--- config.mk ---
export PLATFORM = sky130hd
export DESIGN_NAME = pxtc_classify
export DESIGN_NICKNAME = d
export VERILOG_FILES = /design/src/rtl/core/pxtc_pkg.sv /design/src/rtl/core/pxtc_classify.sv
export SDC_FILE = /design/constraint.sdc
export NUM_CORES = 2
export LEC_CHECK = 0
export ABC_AREA = 0
export ABC_CLOCK_PERIOD_IN_PS = 4600
export BUFFER_PORTS_ARGS = -buffer_cell sky130_fd_sc_hd__buf_2
export CAP_MARGIN = 20
export CORE_AREA = 2 2 473 475
export CTS_CLUSTER_DIAMETER = 30
export DETAILED_ROUTE_END_ITERATION = 16
export DIE_AREA = 0 0 475 477
export PLACE_DENSITY_LB_ADDON = 0.2
export SLEW_MARGIN = 20
export SYNTH_ARGS = -nofsm -noshare
export SYNTH_HDL_FRONTEND = slang
export SYNTH_SLANG_ARGS = --single-unit
export TNS_END_PERCENT = 20
--- constraint.sdc ---
create_clock -name clk_i -period 4.6 [get_ports clk_i]
set_input_delay 0.23 -clock clk_i [delete_from_list [all_inputs] [get_ports clk_i]]
set_output_delay 0.23 -clock clk_i [all_outputs]
set_load 0.02 [all_outputs]
--- src/rtl/core/pxtc_pkg.sv ---
// shared types and constants of the pixel triangle coverage block
package pxtc_pkg;

  localparam int unsigned VERT_W   = 24;
  localparam int unsigned EDGE_W   = VERT_W + 1;
  localparam int unsigned NUM_VERT = 3;
  localparam int unsigned CORNERS  = 4;
  localparam int unsigned REG_IDX_W = 3;

  typedef enum logic [REG_IDX_W-1:0] {
    REG_A_X = 3'd0,
    REG_A_Y = 3'd1,
    REG_B_X = 3'd2,
    REG_B_Y = 3'd3,
    REG_C_X = 3'd4,
    REG_C_Y = 3'd5
  } reg_idx_e;

  typedef enum logic [1:0] {
    COV_OUTSIDE = 2'd0,
    COV_PARTIAL = 2'd1,
    COV_INSIDE  = 2'd2
  } cov_e;

  typedef struct packed {
    logic signed [VERT_W-1:0] x;
    logic signed [VERT_W-1:0] y;
  } point_t;

  typedef point_t [NUM_VERT-1:0] tri_t;

endpackage

--- src/rtl/core/pxtc_classify.sv ---
// edge sign test per corner and registered coverage result
module pxtc_classify #(
  parameter int unsigned PROD_W = 50
) (
  input  logic                          clk_i,
  input  logic                          en_i,
  input  logic signed [PROD_W-1:0]      prod_a_i [pxtc_pkg::CORNERS][pxtc_pkg::NUM_VERT],
  input  logic signed [PROD_W-1:0]      prod_b_i [pxtc_pkg::CORNERS][pxtc_pkg::NUM_VERT],
  output logic [1:0]                    coverage_o,
  output logic [pxtc_pkg::CORNERS-1:0]  corner_mask_o
);
  import pxtc_pkg::*;

  logic [CORNERS-1:0] mask_d;
  logic [CORNERS-1:0] mask_q;
  cov_e               cov_d;
  cov_e               cov_q;

  for (genvar k = 0; k < CORNERS; k++) begin : g_corner
    logic [NUM_VERT-1:0] pos;
    logic [NUM_VERT-1:0] neg;

    for (genvar j = 0; j < NUM_VERT; j++) begin : g_edge
      logic signed [PROD_W:0] z;
      assign z      = (PROD_W+1)'(prod_a_i[k][j]) - (PROD_W+1)'(prod_b_i[k][j]);
      assign neg[j] = z[PROD_W];
      assign pos[j] = !z[PROD_W] && (|z);
    end

    assign mask_d[k] = (&pos) || (&neg);
  end

  always_comb begin
    if (mask_d == '0) begin
      cov_d = COV_OUTSIDE;
    end else if (&mask_d) begin
      cov_d = COV_INSIDE;
    end else begin
      cov_d = COV_PARTIAL;
    end
  end

  always_ff @(posedge clk_i) begin
    if (en_i) begin
      mask_q <= mask_d;
      cov_q  <= cov_d;
    end
  end

  assign coverage_o    = cov_q;
  assign corner_mask_o = mask_q;

endmodule

### Word level (Yosys, flattened, before mapping)

Cells that the tools add are included.

| operators by class | value |
|---|---|
| add/subtract/negate cells | 12 |
| mux-type cells | 1 |
| reduce and logical (&&, ||, !) cells | 50 |

Operators by type and width:

| cell | count |
|---|---|
| 51-bit OR reduction | 12 |
| 50-bit by 50-bit subtractor with 51-bit output | 12 |
| 3-bit AND reduction | 8 |
| 1-bit logical AND | 12 |
| 1-bit zero test | 12 |
| 4-bit zero test | 1 |
| 1-bit logical OR | 4 |
| 4-bit AND reduction | 1 |
| 2-bit two-way mux | 1 |

| storage, ports and cells | value |
|---|---|
| input port bits | 1202 |
| flip-flop bits (word level) | 6 |
| output and inout port bits | 6 |

### Logic depth before layout (Yosys ltp)

| depth | value |
|---|---|
| depth after elaboration | 7 |
| mapped depth | 19 |
| depth with buffers taken out | 18 |

### Least setup slack after synthesis

OpenSTA, ideal clock, no wires.

| path | value |
|---|---|
| kind | input port to flip-flop |
| from | in prod_a_i[350] (netlist bit) |
| to | reg cov_q[0], in the netlist coverage_o[0], data pin |
| library setup time | 0.266 ns |
| required time | 4.334 ns |
| data arrival time | 3.840 ns |
| path slack | 0.495 ns |
| stages | 18 |
| buffers on the path | 0 |
| cells stage by stage | inv_1 ha_1 inv_1 fa_1 a211oi_1 o21ai_1 a31o_2 o21ai_1 nand3_1 a31oi_1 xnor2_1 nand3_1 or4_1 or4_1 nor4_1 o31ai_1 nor4_1 mux2i_1 |

| on the way | value |
|---|---|
| word-level cells in the longest chain between the ends | 7 |
| elaborated cells on any way between the ends | 10 |
| those cells by class | 1 x add/sub; 1 x mux; 8 x reduce/logical |

Ends and longest elaborated chain:

| element | RTL line | source |
|---|---|---|
| start, declared | pxtc_classify.sv:7 | `input logic signed [PROD_W-1:0] prod_a_i [pxtc_pkg::CORNERS][pxtc_pkg::NUM_VERT],` |
| 50-bit by 50-bit subtractor with 51-bit output (*) | pxtc_classify.sv:25 | `assign z = (PROD_W+1)'(prod_a_i[k][j]) - (PROD_W+1)'(prod_b_i[k][j]);` |
| 51-bit OR reduction or 1-bit zero test (tied branches) | pxtc_classify.sv:27 | `assign pos[j] = !z[PROD_W] && (\|z);` |
| 1-bit logical AND | pxtc_classify.sv:27 |  |
| 3-bit AND reduction | pxtc_classify.sv:30 | `assign mask_d[k] = (&pos) \|\| (&neg);` |
| 1-bit logical OR (*) | pxtc_classify.sv:30 |  |
| net mask_d[1] | pxtc_classify.sv:14 | `logic [CORNERS-1:0] mask_d;` |
| 4-bit AND reduction | pxtc_classify.sv:36 | `end else if (&mask_d) begin` |
| 2-bit two-way mux | pxtc_classify.sv:36 |  |
| end signal, assigned | pxtc_classify.sv:46 | `cov_q <= cov_d;` |
| end, declared | pxtc_classify.sv:17 | `cov_e cov_q;` |

Mark *: on every way through the listed nets, which the timed path passes. The rest lies on a longest branch.
A chain may end at the register's enable or synchronous reset.

### Final worst setup path

| path | value |
|---|---|
| from | in prod_a_i[500] (netlist bit) |
| to | reg cov_q[1], in the netlist coverage_o[1], data pin |

The elaborated chain is that of the path after synthesis.

==> impl_metrics.env <==
export IMPL_setup_worst_path_class="primary input to flop"
export IMPL_cts_tree="built"
export IMPL_avgRoutedWirePerCell_um=24.09
export IMPL_dr_first_iter_drc_count=4667
export IMPL_io_buffers=1207
export IMPL_p_int_w=0.004038
export IMPL_grt_pass1_vias=59637
export IMPL_powerDensity_mw_per_mm2=150.9
export IMPL_track_usage_pct=23.85
export IMPL_p_sw_share_pct=56.28
export IMPL_hold_end="corner_mask_o[0]"
export IMPL_mostFrequentLayoutCells="1202 x buf_2, 1114 x buf_4, 797 x inv_1"
export IMPL_fmax_ghz=0.2185
export IMPL_hold_path_startpoint="en_i"
export IMPL_syn_nets=8636
export IMPL_numCtsBuffers=3
export IMPL_post_place_ws_ns=-1.038
export IMPL_die_area_sq_mm=0.2266
export IMPL_grt_overflow=0
export IMPL_synthFlopType="edfxtp_1"
export IMPL_drt_pass1_iterations=6
export IMPL_antenna_found_initial=193
export IMPL_syn_to_final_growth_pct=43.46
export IMPL_dpl_hpwl_mm=263.6
export IMPL_drive_gt1_share_pct=29.12
export IMPL_synth_avg_cell_area_sq_um=6.253
export IMPL_min_path_type="primary input to flop"
export IMPL_globalRouteMet1Util_pct=30.97
export IMPL_wl_mm=287.6
export IMPL_die_w_um=475
export IMPL_async_flop_share_pct=0
export IMPL_dieHeight_um=477
export IMPL_worstMarginPinSlew_ns=1.090
export IMPL_ys_seq_elements=6
export IMPL_synth_edf_count=6
export IMPL_finalCritPeriodShare_pct=99.48
export IMPL_outcome="completed"
export IMPL_synth_distinct_cells=104
export IMPL_syn_instance_count=6822
export IMPL_vdd_ir_drop_max_uv=61.62
export IMPL_fin_crit_ns=4.576
export IMPL_yosysWarnings=0
export IMPL_grtUsageMet2_pct=40.11
export IMPL_clockBufferDepth=2
export IMPL_initial_core_util_pct=19.26
export IMPL_setup_slack_ns=0.02370
export IMPL_grt_pass1_wl_mm=405.8
export IMPL_crit_required_ns=4.58
export IMPL_final_core_util_pct=27.64
export IMPL_max_slew_margin_rel_pct=26.53
export IMPL_cts_hold_buf=0
export IMPL_std_cell_rows=173
export IMPL_busiest_layer="met2"
export IMPL_root_buffer="clkbuf_16"
export IMPL_multiInputGateArea_sq_mm=0.03945
export IMPL_critPathCaptureType="flop"
export IMPL_p_leak_nw=29.87
export IMPL_start_kind="primary input"
export IMPL_grt_max_degree=14
export IMPL_p_sw_w=0.005197
export IMPL_drc=0
export IMPL_avgViaCountPerCell=5.109
export IMPL_syn_area_sq_mm=0.04266
export IMPL_grt_use_met3_pct=3.641
export IMPL_cap_violations=0
export IMPL_hold_viol_final=0
export IMPL_critPathMaxFanout=3
export IMPL_cp_arrival_ns=4.56
export IMPL_coreArea_sq_mm=0.2214
export IMPL_final_cells=11937
export IMPL_ios=1208
export IMPL_power_frac_seq_pct=0.9
export IMPL_clkSinkCount=6
export IMPL_design_area_sq_mm=0.06120
export IMPL_pwr_share_clk_pct=1.5
export IMPL_final_net_count=10687
export IMPL_ys_seq_area_share_pct=0.4223
export IMPL_final_common_cell="buf_2"
export IMPL_dpl_cell_count=11836
export IMPL_power_frac_comb_pct=97.6
export IMPL_fill_cells=25165
export IMPL_rsz0062_at_grt="yes"
export IMPL_ant_nets=0
export IMPL_hold_path_depth=1
export IMPL_vias=60981
export IMPL_gp_congestion=1.028
export IMPL_setup_viol=0
export IMPL_clkTransAtPathRegs_ns=0.03
export IMPL_seq_area_sq_um=180.2
export IMPL_ctsHtreeMaxLevel=1
export IMPL_drv_slew=0
export IMPL_placed_area_sq_mm=0.05978
Yosys cell counts, types with 25 or more instances:
cell,n,area (sq um)
nand2b_1,63,394.1
clkbuf_1,258,968.4
and2_1,40,250.2
nand2_1,661,2481
nand3b_1,25,187.7
o21ai_1,37,185.2
nor4_1,76,475.5
o21ai_0,434,2172
a2111oi_0,33,289.0
o211ai_1,100,750.7
xor2_1,118,1033
a211oi_1,95,713.2
xnor2_1,157,1375
or2_2,32,200.2
mux2i_1,61,610.6
nand3_1,184,920.9
a21o_1,219,1644
o21bai_1,79,593.1
o2111ai_1,43,376.6
a211o_1,31,271.5
a21boi_0,46,345.3
a21oi_1,753,3769
and4_1,27,236.5
nor3b_1,27,202.7
ha_1,600,7507
nor3_1,165,825.8
nor2_1,504,1892
inv_1,804,3018
or3_1,58,362.9
o21a_1,122,915.9
o22ai_1,38,237.7
and3_1,57,356.6
o31ai_1,43,322.8
or4_1,27,202.7
nor2b_1,55,344.1
a221oi_1,30,262.8
a31oi_1,98,613.1
nand4_1,218,1364
cell type report:
class	instances	area share, %
multi-input combinational	5732	64.46
timing repair buffer	2325	23.73
tap	2975	6.082
inverter	805	4.948
antenna	91	0.3721
sequential	6	0.2944
clock buffer	3	0.1227
registers in the layout, summed over array words and instances (netlist names):
name,count
corner_mask_o,4
coverage_o,2
through the flow:
| step | TNS, ns | hold slack, ns | total power (W) |
|---|---|---|---|
| CTS | -0.1110 | 0.4065 | 0.009071 |
| global placement | -5.544 | 0.6355 | 0.008820 |
| finish | 0 | 0.3990 | 0.009235 |
| detailed placement | -4.346 | 0.6432 | 0.008767 |
| global route | -0.2358 | 0.4028 | 0.01001 |
| floorplan | 0 | 0.3425 | 0.004827 |
worst max path at each step:
stage	slack, ns	endpoint	depth (start not counted)	startpoint
2_1_floorplan	0.49	coverage_o[0]	18	prod_a_i[350]
3_3_place_gp	-1.50	coverage_o[0]	19	prod_a_i[300]
3_5_place_dp	-1.04	coverage_o[0]	19	prod_a_i[300]
4_1_cts	-0.06	coverage_o[1]	22	prod_a_i[100]
5_1_grt	-0.13	coverage_o[1]	22	prod_a_i[500]
6_report	0.02	coverage_o[1]	22	prod_a_i[500]
metal layers:
layer / vias up / routed length [um] / share of wire [%]
met3: 416 / 17760 / 6.2
met2: 2163 / 133900 / 47
met4: 82 / 9305 / 3.2
met5: - / 497 / 0.17
li1: 29384 / - / -
met1: 28936 / 126100 / 44
cell families (layout without fill, tap and decap cells):
group                      after synthesis  count (layout)  synth area share (%)
xor gates and xnor gates               275             275                 5.646
adders and majority gates              612             612                 18.16
and+or+nand+nor                       2272            2272                 26.18
DFF                                      6               6                0.4223
AOI/OAI and AO/OA                     2495            2495                 38.10
muxes                                   78              78                 1.880
other                                    0              91                     0
buffers and inverters                 1084            3133                 9.611
power by group through the flow:
stage                     registers (W)  clock network (W)  logic (W)
after detailed placement      0.0000836                  0    0.00868
after global placement        0.0000835                  0    0.00874
final                         0.0000829           0.000141    0.00901
after CTS                     0.0000828           0.000143    0.00884
after global routing          0.0000828           0.000145    0.00978
after floorplan               0.0000858                  0    0.00474
worst max-delay path: stages:
cell	delay [ns]
buf_6	0.09
inv_2	0.05
ha_4	0.12
inv_2	0.04
fa_2	0.39
a211o_1	0.30
a2111oi_2	0.35
buf_4	0.16
or3_4	0.14
a21oi_4	0.05
or3_1	0.39
a211o_1	0.33
a2111oi_4	0.39
buf_4	0.19
o2111ai_4	0.09
nor4_2	0.33
buf_4	0.17
a21oi_4	0.05
o31a_1	0.12
a22o_4	0.27
o211a_1	0.15
and2_4	0.14
repair_timing:
action,in CTS,in global routing
resized for setup,92,127
pin swaps,23,71
endpoints found under the setup margin,6,5
setup buffers,4,6
cloned,0,0
Note: power is estimated with default switching activity, not from simulation.
