<file path="config.mk">
export PLATFORM = sky130hd
export DESIGN_NAME = pxtc_cfg_regs
export DESIGN_NICKNAME = d
export VERILOG_FILES = /design/src/rtl/core/pxtc_pkg.sv /design/src/rtl/core/pxtc_cfg_regs.sv
export SDC_FILE = /design/constraint.sdc
export NUM_CORES = 1
export LEC_CHECK = 0
export BUFFER_PORTS_ARGS = -buffer_cell sky130_fd_sc_hd__buf_2
export CELL_PAD_IN_SITES_DETAIL_PLACEMENT = 0
export CELL_PAD_IN_SITES_GLOBAL_PLACEMENT = 1
export CORE_MARGIN = 4
export CORE_UTILIZATION = 30
export CTS_CLUSTER_DIAMETER = 150
export DETAILED_ROUTE_END_ITERATION = 16
export PLACE_DENSITY_LB_ADDON = 0.1
export SETUP_SLACK_MARGIN = 0.4
export SKIP_CTS_REPAIR_TIMING = 1
export SLEW_MARGIN = 25
export SYNTH_ARGS = -nofsm -noshare
export SYNTH_HDL_FRONTEND = slang
export SYNTH_SLANG_ARGS = --single-unit
</file>
<file path="constraint.sdc">
create_clock -name clk_i -period 1 [get_ports clk_i]
set_input_delay 0.15 -clock clk_i [delete_from_list [all_inputs] [get_ports clk_i]]
set_output_delay 0.15 -clock clk_i [all_outputs]
set_load 0.005 [all_outputs]
</file>
<file path="src/rtl/core/pxtc_pkg.sv">
// shared types and constants of the pixel triangle coverage block
package pxtc_pkg;

  localparam int unsigned VERT_W   = 24;
  localparam int unsigned EDGE_W   = VERT_W + 1;
  localparam int unsigned NUM_VERT = 3;
  localparam int unsigned CORNERS  = 4;
  localparam int unsigned REG_IDX_W = 3;

  typedef enum logic [REG_IDX_W-1:0] {
    REG_A_X = 3'd0,
    REG_A_Y = 3'd1,
    REG_B_X = 3'd2,
    REG_B_Y = 3'd3,
    REG_C_X = 3'd4,
    REG_C_Y = 3'd5
  } reg_idx_e;

  typedef enum logic [1:0] {
    COV_OUTSIDE = 2'd0,
    COV_PARTIAL = 2'd1,
    COV_INSIDE  = 2'd2
  } cov_e;

  typedef struct packed {
    logic signed [VERT_W-1:0] x;
    logic signed [VERT_W-1:0] y;
  } point_t;

  typedef point_t [NUM_VERT-1:0] tri_t;

endpackage

</file>
<file path="src/rtl/core/pxtc_cfg_regs.sv">
// triangle vertex configuration registers
module pxtc_cfg_regs (
  input  logic                              clk_i,
  input  logic                              rst_ni,
  input  logic                              cfg_we_i,
  input  logic [pxtc_pkg::REG_IDX_W-1:0]    cfg_idx_i,
  input  logic [pxtc_pkg::VERT_W-1:0]       cfg_data_i,
  output pxtc_pkg::tri_t                    tri_o
);
  import pxtc_pkg::*;

  tri_t tri_q;
  tri_t tri_d;

  always_comb begin
    tri_d = tri_q;
    if (cfg_we_i) begin
      case (cfg_idx_i)
        REG_A_X: tri_d[0].x = signed'(cfg_data_i);
        REG_A_Y: tri_d[0].y = signed'(cfg_data_i);
        REG_B_X: tri_d[1].x = signed'(cfg_data_i);
        REG_B_Y: tri_d[1].y = signed'(cfg_data_i);
        REG_C_X: tri_d[2].x = signed'(cfg_data_i);
        REG_C_Y: tri_d[2].y = signed'(cfg_data_i);
        default: tri_d = tri_q;
      endcase
    end
  end

  always_ff @(posedge clk_i or negedge rst_ni) begin
    if (!rst_ni) begin
      tri_q <= '0;
    end else begin
      tri_q <= tri_d;
    end
  end

  assign tri_o = tri_q;

endmodule

</file>
After elaboration in Yosys (flattened, before gate mapping)
Cells that the tools add are included.

storage, ports and cells
  word-level logic and storage cells = 18
  input bits = 30
  flip-flop bits (word level) = 144
  output and inout bits = 144

operators by class
  reductions and logical operators = 7
  equal/unequal tests = 5

operators by type and width
  kind                                                             count
  2-bit AND reduction                                              6
  3-bit by 2-bit == test with 1-bit output, second input constant  2
  3-bit == test, second input constant                             2
  3-bit by 1-bit == test with 1-bit output, second input constant  1
  3-bit zero test                                                  1

Depth between registers and ports, before layout
Gate-level depths: netlist (run 1).

  word-level depth = 2
  gate-level depth with buffers = 5
  gate-level depth less buffers = 2

Worst setup path after synthesis (run 1)
Ideal clock, no wire load.

  path kind = input to register
  from = input port cfg_idx_i[0] in the netlist's numbering
  to = register tri_q (netlist bit tri_o[40])
  arrival = 1.210 ns
  data required time = 0.875 ns
  path slack = -0.335 ns
  path buffers = 2
  library setup time = 0.125 ns
  stages on the path = 4
  path through = buf_6 -> nor4b_4 -> buf_6 -> mux2_2

on the way
  longest elaborated chain between the ends = 2

ends and longest elaborated chain
  element                               RTL line             RTL
  start, declared                       pxtc_cfg_regs.sv:6   input logic [pxtc_pkg::REG_IDX_W-1:0] cfg_idx_i,
  3-bit zero test                       pxtc_cfg_regs.sv:18  case (cfg_idx_i)
  2-bit AND reduction (no source line)  --
  end signal, assigned                  pxtc_cfg_regs.sv:34  tri_q <= tri_d;
  end, declared                         pxtc_cfg_regs.sv:12  tri_t tri_q;

No other way between the ends.
A chain may end at the register's enable or synchronous reset.

Final worst setup path (run 1)
  from = register tri_q (netlist bit tri_o[87])
  to = output port tri_o[87] in the netlist's numbering

RTL lines
  element        RTL line            RTL
  end, declared  pxtc_cfg_regs.sv:8  output pxtc_pkg::tri_t tri_o

No word-level cell between the ends.

==> results of run 1 <==
## kinds of logic (layout without fill, tap and decap cells)
kind of cell,after synthesis,in the layout,share of synthesized area (%)
buf+inv,16,279,2.83
flops,144,144,65.8
simple gates,6,6,1.67
mux,144,144,29.7
## Yosys cell counts (all sizes together)
master  count  share of area (%)
nand4b      2               0.55
nor4b       1               0.43
buf        16                2.8
mux2      144                 30
and4bb      3               0.69
dfrtp     144                 66
## metal layers
metal	part of all wire [%]	vias to the layer above	wire length (µm)	GRT usage, %
met5	0	-	0	0
met4	1.0	0	169	4.50
met3	6.2	14	1030	5.49
met2	47	96	7730	22.2
met1	46	1864	7590	19.4
li1	-	1608	-	-
## worst paths after layout
kind                                      from          to  slack [ns]  cells after the start
worst max-delay path                 tri_o[87]   tri_o[87]       -0.11                      1
worst min-delay path                    rst_ni  tri_o[107]       -0.28                      2
worst max register to register       tri_o[23]   tri_o[23]        0.10                      2
worst min register to register       tri_o[56]   tri_o[56]        0.50                      1
max in group asynchronous               rst_ni   tri_o[51]        0.99                      2
min in group clk_i              cfg_data_i[22]   tri_o[94]        0.05                      2
## layout make-up
cell class / instances / area [µm²] / share of cell area (%)
sequential: 144 / 3600 / 41.3
multi-input combinational: 150 / 2230 / 25.5
timing repair buffer: 248 / 1890 / 21.7
clock buffer: 22 / 494 / 5.66
tap: 229 / 287 / 3.28
clock inverter: 9 / 225 / 2.58
## through the flow
step | total power [mW] | TNS [ns] | std cells | cell area [µm²] | setup WS, ns
6_report | 20.5 | -11.27 | 802 | 8730 | -0.113
4_1_cts | 19.4 | -14.87 | 743 | 7740 | -0.134
2_1_floorplan | 9.55 | -20.14 | 310 | 5790 | -0.276
3_5_place_dp | 11.6 | -40.68 | 712 | 7020 | -0.369
5_1_grt | 21.4 | -17.86 | 802 | 8730 | -0.152
3_3_place_gp | 11.6 | -39.29 | 712 | 7020 | -0.333
## layout by cell type, fill, tap and decap left out, drive strengths merged
cell type / Yosys / layout
and4bb: 3 / 3
buf: 16 / 243
bufinv: 0 / 7
clkbuf: 0 / 27
clkinvlp: 0 / 2
dfrtp: 144 / 144
mux2: 144 / 144
nand4b: 2 / 2
nor4b: 1 / 1
## power by group
part	internal (mW)	switching, mW
Sequential	7.12	0.744
Clock	5.25	2.39
Combinational	3.32	1.64
Total	15.7	4.78
==> key figures, run 1 <==
Timing
  – Skew final: 0 ns
  – Worst slew pin tran: 0.302 ns
  – Final Critical Period: ~1.1 ns
  – FMAX: 898 MHz
  – RSZ-0062 raised after global routing: true
  – Final Hold Fails: 144
  – Hold_ws: -0.284 ns
  – Final slew viol count: 0
  – Final setup viols: approximately 140
  – Max_slew headroom: 79.9%
  – Final WS setup: -0.113 ns
  – Period utilization: 111%

Drt
  – Vias: 3582
  – Routed wire length: around 17000 µm
  – DR WL/cell: 20.6 µm
  – Vias per cell: 4.47
  – Drt pass-1 iters: 4
  – Iter 0 DRT Violations: ~120
  – Residual DRC: 0
  – ANT nets after route: 0

Finish
  – Ant. Diodes: 0
  – # nets final: 591
  – Layout cells sized above 1: 74.9%
  – Final core utilization: 48.6%
  – Layout filler cell count: 1591
  – Max reg flops: 144
  – Area Growth Syn to Fin: 59.5%

Outcome
  – Violated checks: negative hold slack, negative setup slack
  – Status: finished, violations left

Clock tree
  – Clock Sinks: 144
  – Root Buffer: clkbuf_16
  – H-tree lvl count: 4
  – Clk Latency, worst-skew pair: between 0.4 and 0.5 ns
  – Reg clk slew, reported paths: roughly 0.060 ns
  – TritonCTS buffer count: 17
  – CTS Buffer Depth: 2
  – TritonCTS clock tree: done

Setup path
  – CP max stage delay: 0.41 ns
  – Crit Path Max Fanout: 2
  – CP top delay family: flip-flops
  – Worst Setup End Kind: output port
  – Critical path type: reg2out
  – Data required time of the worst path: about 0.85 ns
  – Worst-path cell chain: buf_2
  – Crit path launch type: register
  – Crit path arrival time: roughly 0.96 ns
  – CP bufs+invs: 1
  – Slowest-stage cell, CP: dfrtp_1

Global route
  – Largest net degree at the start of global routing: 43
  – Initial antenna violation count: 0
  – Vias in the first global route: roughly 3600
  – First-pass GRT wire length: 22200 µm
  – Congestion Overflow GR: 0
  – GRT Total Usage: around 15%

Floorplan
  – Die height: about 140 µm
  – Ports: 174
  – Core area: 18000 µm²
  – Die width: about 140 µm
  – Die area: 20500 µm²
  – Core Rows: 49
  – Initial Util: between 30% and 40%

Power and ir drop
  – Peak VDD IR: 1220 µV
  – PwrDens: 2340 nW/µm²
  – Leak pwr: 4.41 nW

Logic synthesis
  – Warnings from Yosys: 0
  – Mapped Avg Cell Area: 17.7 µm²
  – FF+latch count, synth: 144
  – Unique masters post-synth: 10
  – Synth Instances: 310
  – Sequential element share of the synthesized area: 65.8%
  – Syn nets: 340
  – Synthesized cell area: 5480 µm²

Placement
  – DP HPWL: 10300 µm
  – Routability-driven placement congestion ratio: around 0.67
  – Port Buf Inserts: about 170

Hold path
  – Path type of the worst min-delay path: in2async

Run
  – Max Cap Viol: 0
(Power assumes the default switching activity.)
==> run 2: changes to the inputs <==
--- a/config.mk
+++ b/config.mk
@@ -5,13 +5,14 @@
 export SDC_FILE = /design/constraint.sdc
 export NUM_CORES = 1
 export LEC_CHECK = 0
-export BUFFER_PORTS_ARGS = -buffer_cell sky130_fd_sc_hd__buf_2
 export CELL_PAD_IN_SITES_DETAIL_PLACEMENT = 0
 export CELL_PAD_IN_SITES_GLOBAL_PLACEMENT = 1
 export CORE_MARGIN = 4
-export CORE_UTILIZATION = 30
+export CORE_UTILIZATION = 51
 export CTS_CLUSTER_DIAMETER = 150
 export DETAILED_ROUTE_END_ITERATION = 16
+export DONT_BUFFER_PORTS = 1
+export GPL_ROUTABILITY_DRIVEN = 0
 export PLACE_DENSITY_LB_ADDON = 0.1
 export SETUP_SLACK_MARGIN = 0.4
 export SKIP_CTS_REPAIR_TIMING = 1
==> key figures, run 2 (same netlist as run 1, synthesis figures left out) <==
Outcome
  – Status: finished, violations left
  – Violated checks: negative hold slack, negative setup slack

Run
  – Max Cap Viol: 0

Global route
  – Initial antenna violation count: 0
  – Largest net degree at the start of global routing: 145
  – GRT Total Usage: 19.8%
  – First-pass GRT wire length: 18700 µm
  – Congestion Overflow GR: 0
  – Vias in the first global route: 3023

Clock tree
  – Clk Latency, worst-skew pair: 0.51 ns
  – TritonCTS buffer count: 17
  – Reg clk slew, reported paths: 0.06 ns
  – CTS Buffer Depth: 2
  – Clock Sinks: 144
  – TritonCTS clock tree: done
  – H-tree lvl count: 4
  – Root Buffer: clkbuf_8

Floorplan
  – Initial Util: 52.8%
  – Core Rows: 37
  – Ports: 174
  – Core area: around 10000 µm²
  – Die height: roughly 110 µm
  – Die width: 112 µm
  – Die area: about 12000 µm²

Setup path
  – Crit path arrival time: 0.93 ns
  – Crit Path Max Fanout: 2
  – Data required time of the worst path: 0.85 ns
  – Critical path type: reg2out
  – Worst Setup End Kind: output port
  – Crit path launch type: register

Finish
  – Layout cells sized above 1: 52.8%
  – Max reg flops: 144
  – Ant. Diodes: 0
  – Leading cell type in the layout, fill and taps excluded: dfrtp_1
  – Post-route cell area: 6920 µm²
  – Final std cells w/o fill: 496
  – # nets final: about 380
  – Layout filler cell count: between 700 and 800
  – Final core utilization: 66.7%
  – Area Growth Syn to Fin: 26.3%
  – Commonest non-fill, non-tap cells in the layout: 144 x dfrtp_1, 112 x mux2_4, 32 x mux2_2

Drt
  – DR WL/cell: 24.5 µm
  – Iter 0 DRT Violations: 243
  – ANT nets after route: 0
  – Residual DRC: 0
  – Vias: 2785
  – Routed wire length: 12200 µm
  – Vias per cell: 5.61
  – Drt pass-1 iters: 5

Placement
  – Placed Area: 5950 µm²
  – Dpl cells: 441
  – DP HPWL: roughly 7700 µm
  – Dpl ws: -0.196 ns
  – Port Buf Inserts: 0

Timing
  – Worst slew pin tran: between 0.2 and 0.3 ns
  – Final Critical Period: between 1 and 1.5 ns
  – Setup tns final: -9.13 ns
  – Final slew viol count: 0
  – Final setup viols: 144
  – Final Hold Fails: 144
  – Skew final: 0 ns
  – FMAX: 926 MHz
  – Final WS setup: -0.0799 ns
  – RSZ-0062 raised after global routing: true
  – Hold_ws: -0.668 ns
  – Max_slew headroom: 80.8%
  – Period utilization: 108%

Hold path
  – Path type of the worst min-delay path: in2async

Power and ir drop
  – Peak VDD IR: 1900 µV
  – PwrDens: 2400 nW/µm²
  – Leak pwr: roughly 3.2 nW
  – Total power: around 17 mW
[run 2: changes by cell type in the layout (fill, tap and decap cells not counted), sizes merged]
| cell | delta |
|---|---|
| dlygate4sd3 | +24 |
| clkbuf | -7 |
| bufinv | -4 |
| buf | -232 |
| clkinvlp | -1 |
| clkinv | +7 |
[run 2: worst paths after layout]
path | start | end | slack (ns) | cells after the start
worst max-delay path | tri_o[90] | tri_o[90] | -0.08 | 0
worst min-delay path | rst_ni | tri_o[68] | -0.67 | 0
worst max register to register | tri_o[77] | tri_o[77] | 0.18 | 1
worst min register to register | tri_o[60] | tri_o[60] | 0.53 | 1
max in group asynchronous | rst_ni | tri_o[34] | 1.39 | 0
min in group clk_i | cfg_idx_i[2] | tri_o[47] | 0.09 | 3
[run 2: routing by layer]
metal  vias up  share of wire (%)  global-route usage, %
met4         0               0.85                   5.84
met3        11                9.0                   10.9
met5         -                  0                      0
li1       1175                  -                      -
met2       108                 48                   29.3
met1      1491                 43                   25.3
[run 2: cell type report]
cell class / count / area, µm² / area share, %
flip-flops and latches: 144 / 3600 / 52.1
multi-input cells: 150 / 2130 / 30.8
clock buffers: 20 / 435 / 6.29
repair buffers: 35 / 435 / 6.29
well taps: 136 / 170 / 2.46
clock inverters: 11 / 140 / 2.03
[run 2: power breakdown]
group	internal, mW	switching (mW)
registers	7.13	1.19
logic	1.62	0.491
clock network	3.83	2.32
==> run 3: changes to the inputs <==
--- a/config.mk
+++ b/config.mk
@@ -8,11 +8,13 @@
 export CELL_PAD_IN_SITES_DETAIL_PLACEMENT = 0
 export CELL_PAD_IN_SITES_GLOBAL_PLACEMENT = 1
 export CORE_MARGIN = 4
-export CORE_UTILIZATION = 51
+export CORE_UTILIZATION = 55
 export CTS_CLUSTER_DIAMETER = 150
+export CTS_CLUSTER_SIZE = 12
 export DETAILED_ROUTE_END_ITERATION = 16
 export DONT_BUFFER_PORTS = 1
 export GPL_ROUTABILITY_DRIVEN = 0
+export MAX_ROUTING_LAYER = met4
 export PLACE_DENSITY_LB_ADDON = 0.1
 export SETUP_SLACK_MARGIN = 0.4
 export SKIP_CTS_REPAIR_TIMING = 1
==> constraint.sdc (replaced) <==
create_clock -name clk_i -period 1.3 [get_ports clk_i]
set_input_delay 0.195 -clock clk_i [delete_from_list [all_inputs] [get_ports clk_i]]
set_output_delay 0.195 -clock clk_i [all_outputs]
set_load 0.005 [all_outputs]
==> key figures, run 3 (same netlist as run 1, synthesis figures left out) <==
Outcome
  – Status: finished, violations left
  – Violated checks: negative hold slack

Clock tree
  – Root Buffer: clkbuf_8
  – H-tree lvl count: 4
  – TritonCTS clock tree: done
  – CTS Buffer Depth: 2
  – Clk Latency, worst-skew pair: 0.50 ns
  – Reg clk slew, reported paths: 0.06 ns
  – Clock Sinks: 144
  – TritonCTS buffer count: 17

Timing
  – FMAX: 894 MHz
  – Hold_ws: -0.619 ns
  – Skew final: 0 ns
  – RSZ-0062 raised after global routing: true
  – Worst slew pin tran: 0.281 ns
  – Final Critical Period: 1.12 ns
  – Final slew viol count: 0
  – Final Hold Fails: 144
  – Setup tns final: 0 ns
  – Period utilization: between 80% and 90%
  – Max_slew headroom: 81.2%
  – Final setup viols: 0

Finish
  – # nets final: roughly 380
  – Layout cells sized above 1: 51.3%
  – Layout filler cell count: between 600 and 700
  – Leading cell type in the layout, fill and taps excluded: dfrtp_1
  – Max reg flops: 144
  – Ant. Diodes: 0
  – Final core utilization: 69.0%
  – Commonest non-fill, non-tap cells in the layout: 144 x dfrtp_1, 71 x mux2_4, 68 x mux2_2
  – Area Growth Syn to Fin: 22.7%

Drt
  – Routed wire length: 11800 µm
  – ANT nets after route: 0
  – DR WL/cell: about 24 µm
  – Vias: 2766
  – Drt pass-1 iters: 6
  – Vias per cell: between 5 and 6
  – Residual DRC: 0
  – Iter 0 DRT Violations: around 170

Setup path
  – Data required time of the worst path: 1.11 ns
  – Crit path arrival time: 0.92 ns
  – Worst R2R Path Depth: 1
  – Crit path launch type: register
  – Worst Setup End Kind: output port
  – Critical path type: reg2out
  – Cell count along the critical path: 0
  – Crit Path Max Fanout: 2

Floorplan
  – Die height: 108 µm
  – Die area: 11600 µm²
  – Initial Util: roughly 56%
  – Core area: 9730 µm²
  – Die width: between 100 and 150 µm
  – Ports: 174
  – Core Rows: 36

Placement
  – DP HPWL: 7530 µm
  – Port Buf Inserts: 0

Global route
  – GRT Total Usage: approximately a fifth
  – Initial antenna violation count: 0
  – Largest net degree at the start of global routing: 145
  – First-pass GRT wire length: 17600 µm
  – Vias in the first global route: 2816
  – Congestion Overflow GR: 0

Hold path
  – Path type of the worst min-delay path: in2async

Power and ir drop
  – Leak pwr: between 2 and 3 nW
  – PwrDens: 1820 nW/µm²
  – Peak VDD IR: 1090 µV

Run
  – Max Cap Viol: 0
-- run 3: cell types whose count changed in the layout (fill, tap and decap cells not counted) --
| cell | before | now |
|---|---|---|
| buf_4 | 2 | 0 |
| bufinv_16 | 3 | 1 |
| clkinv_2 | 5 | 2 |
| clkinv_4 | 2 | 3 |
| clkinvlp_4 | 1 | 5 |
| inv_6 | 0 | 1 |
| mux2_1 | 0 | 5 |
| mux2_2 | 32 | 68 |
| mux2_4 | 112 | 71 |
-- run 3: path summary, 6_finish.rpt --
kind | from | slack [ns] | endpoint
worst min register to register | tri_o[25] | 0.53 | tri_o[25]
worst min-delay path | rst_ni | -0.62 | tri_o[20]
worst max-delay path | tri_o[105] | 0.18 | tri_o[105]
max in group asynchronous | rst_ni | 1.72 | tri_o[130]
min in group clk_i | cfg_idx_i[2] | 0.10 | tri_o[25]
worst max register to register | tri_o[24] | 0.48 | tri_o[24]
-- run 3: cell type report --
class	instances	area [µm²]	share of cell area, %
Clock buffer	20	435	6.48
Clock inverter	12	113	1.68
Multi-Input combinational cell	150	1980	29.5
Sequential cell	144	3600	53.6
Tap cell	133	166	2.48
Timing Repair Buffer	33	420	6.26
-- run 3: routing by layer --
metal	up-vias	part of all wire, %	GRT usage (%)	wire length (µm)
met3	11	8.8	9.18	1030
li1	1179	-	-	-
met2	107	49	30.8	5750
met5	-	0	-	0
met1	1469	42	27.0	4890
met4	0	0.85	6.22	100
-- run 3: power breakdown --
part	switching, mW	internal, mW	leakage, nW
logic	0.360	1.08	1.02
registers	0.892	5.48	1.73
clock network	1.83	2.59	0.253
-- run 3: through the flow --
| stage | instances | area, µm² | power [mW] | setup slack [ns] |
|---|---|---|---|---|
| 2_1_floorplan | 310 | 5790 | 7.35 | -0.0214 |
| 3_3_place_gp | 436 | 5930 | 7.74 | 0.0890 |
| 3_5_place_dp | 436 | 5930 | 7.81 | 0.0693 |
| 4_1_cts | 468 | 6480 | 12.3 | 0.147 |
| 5_1_grt | 492 | 6720 | 12.8 | 0.123 |
| 6_report | 492 | 6720 | 12.2 | 0.182 |
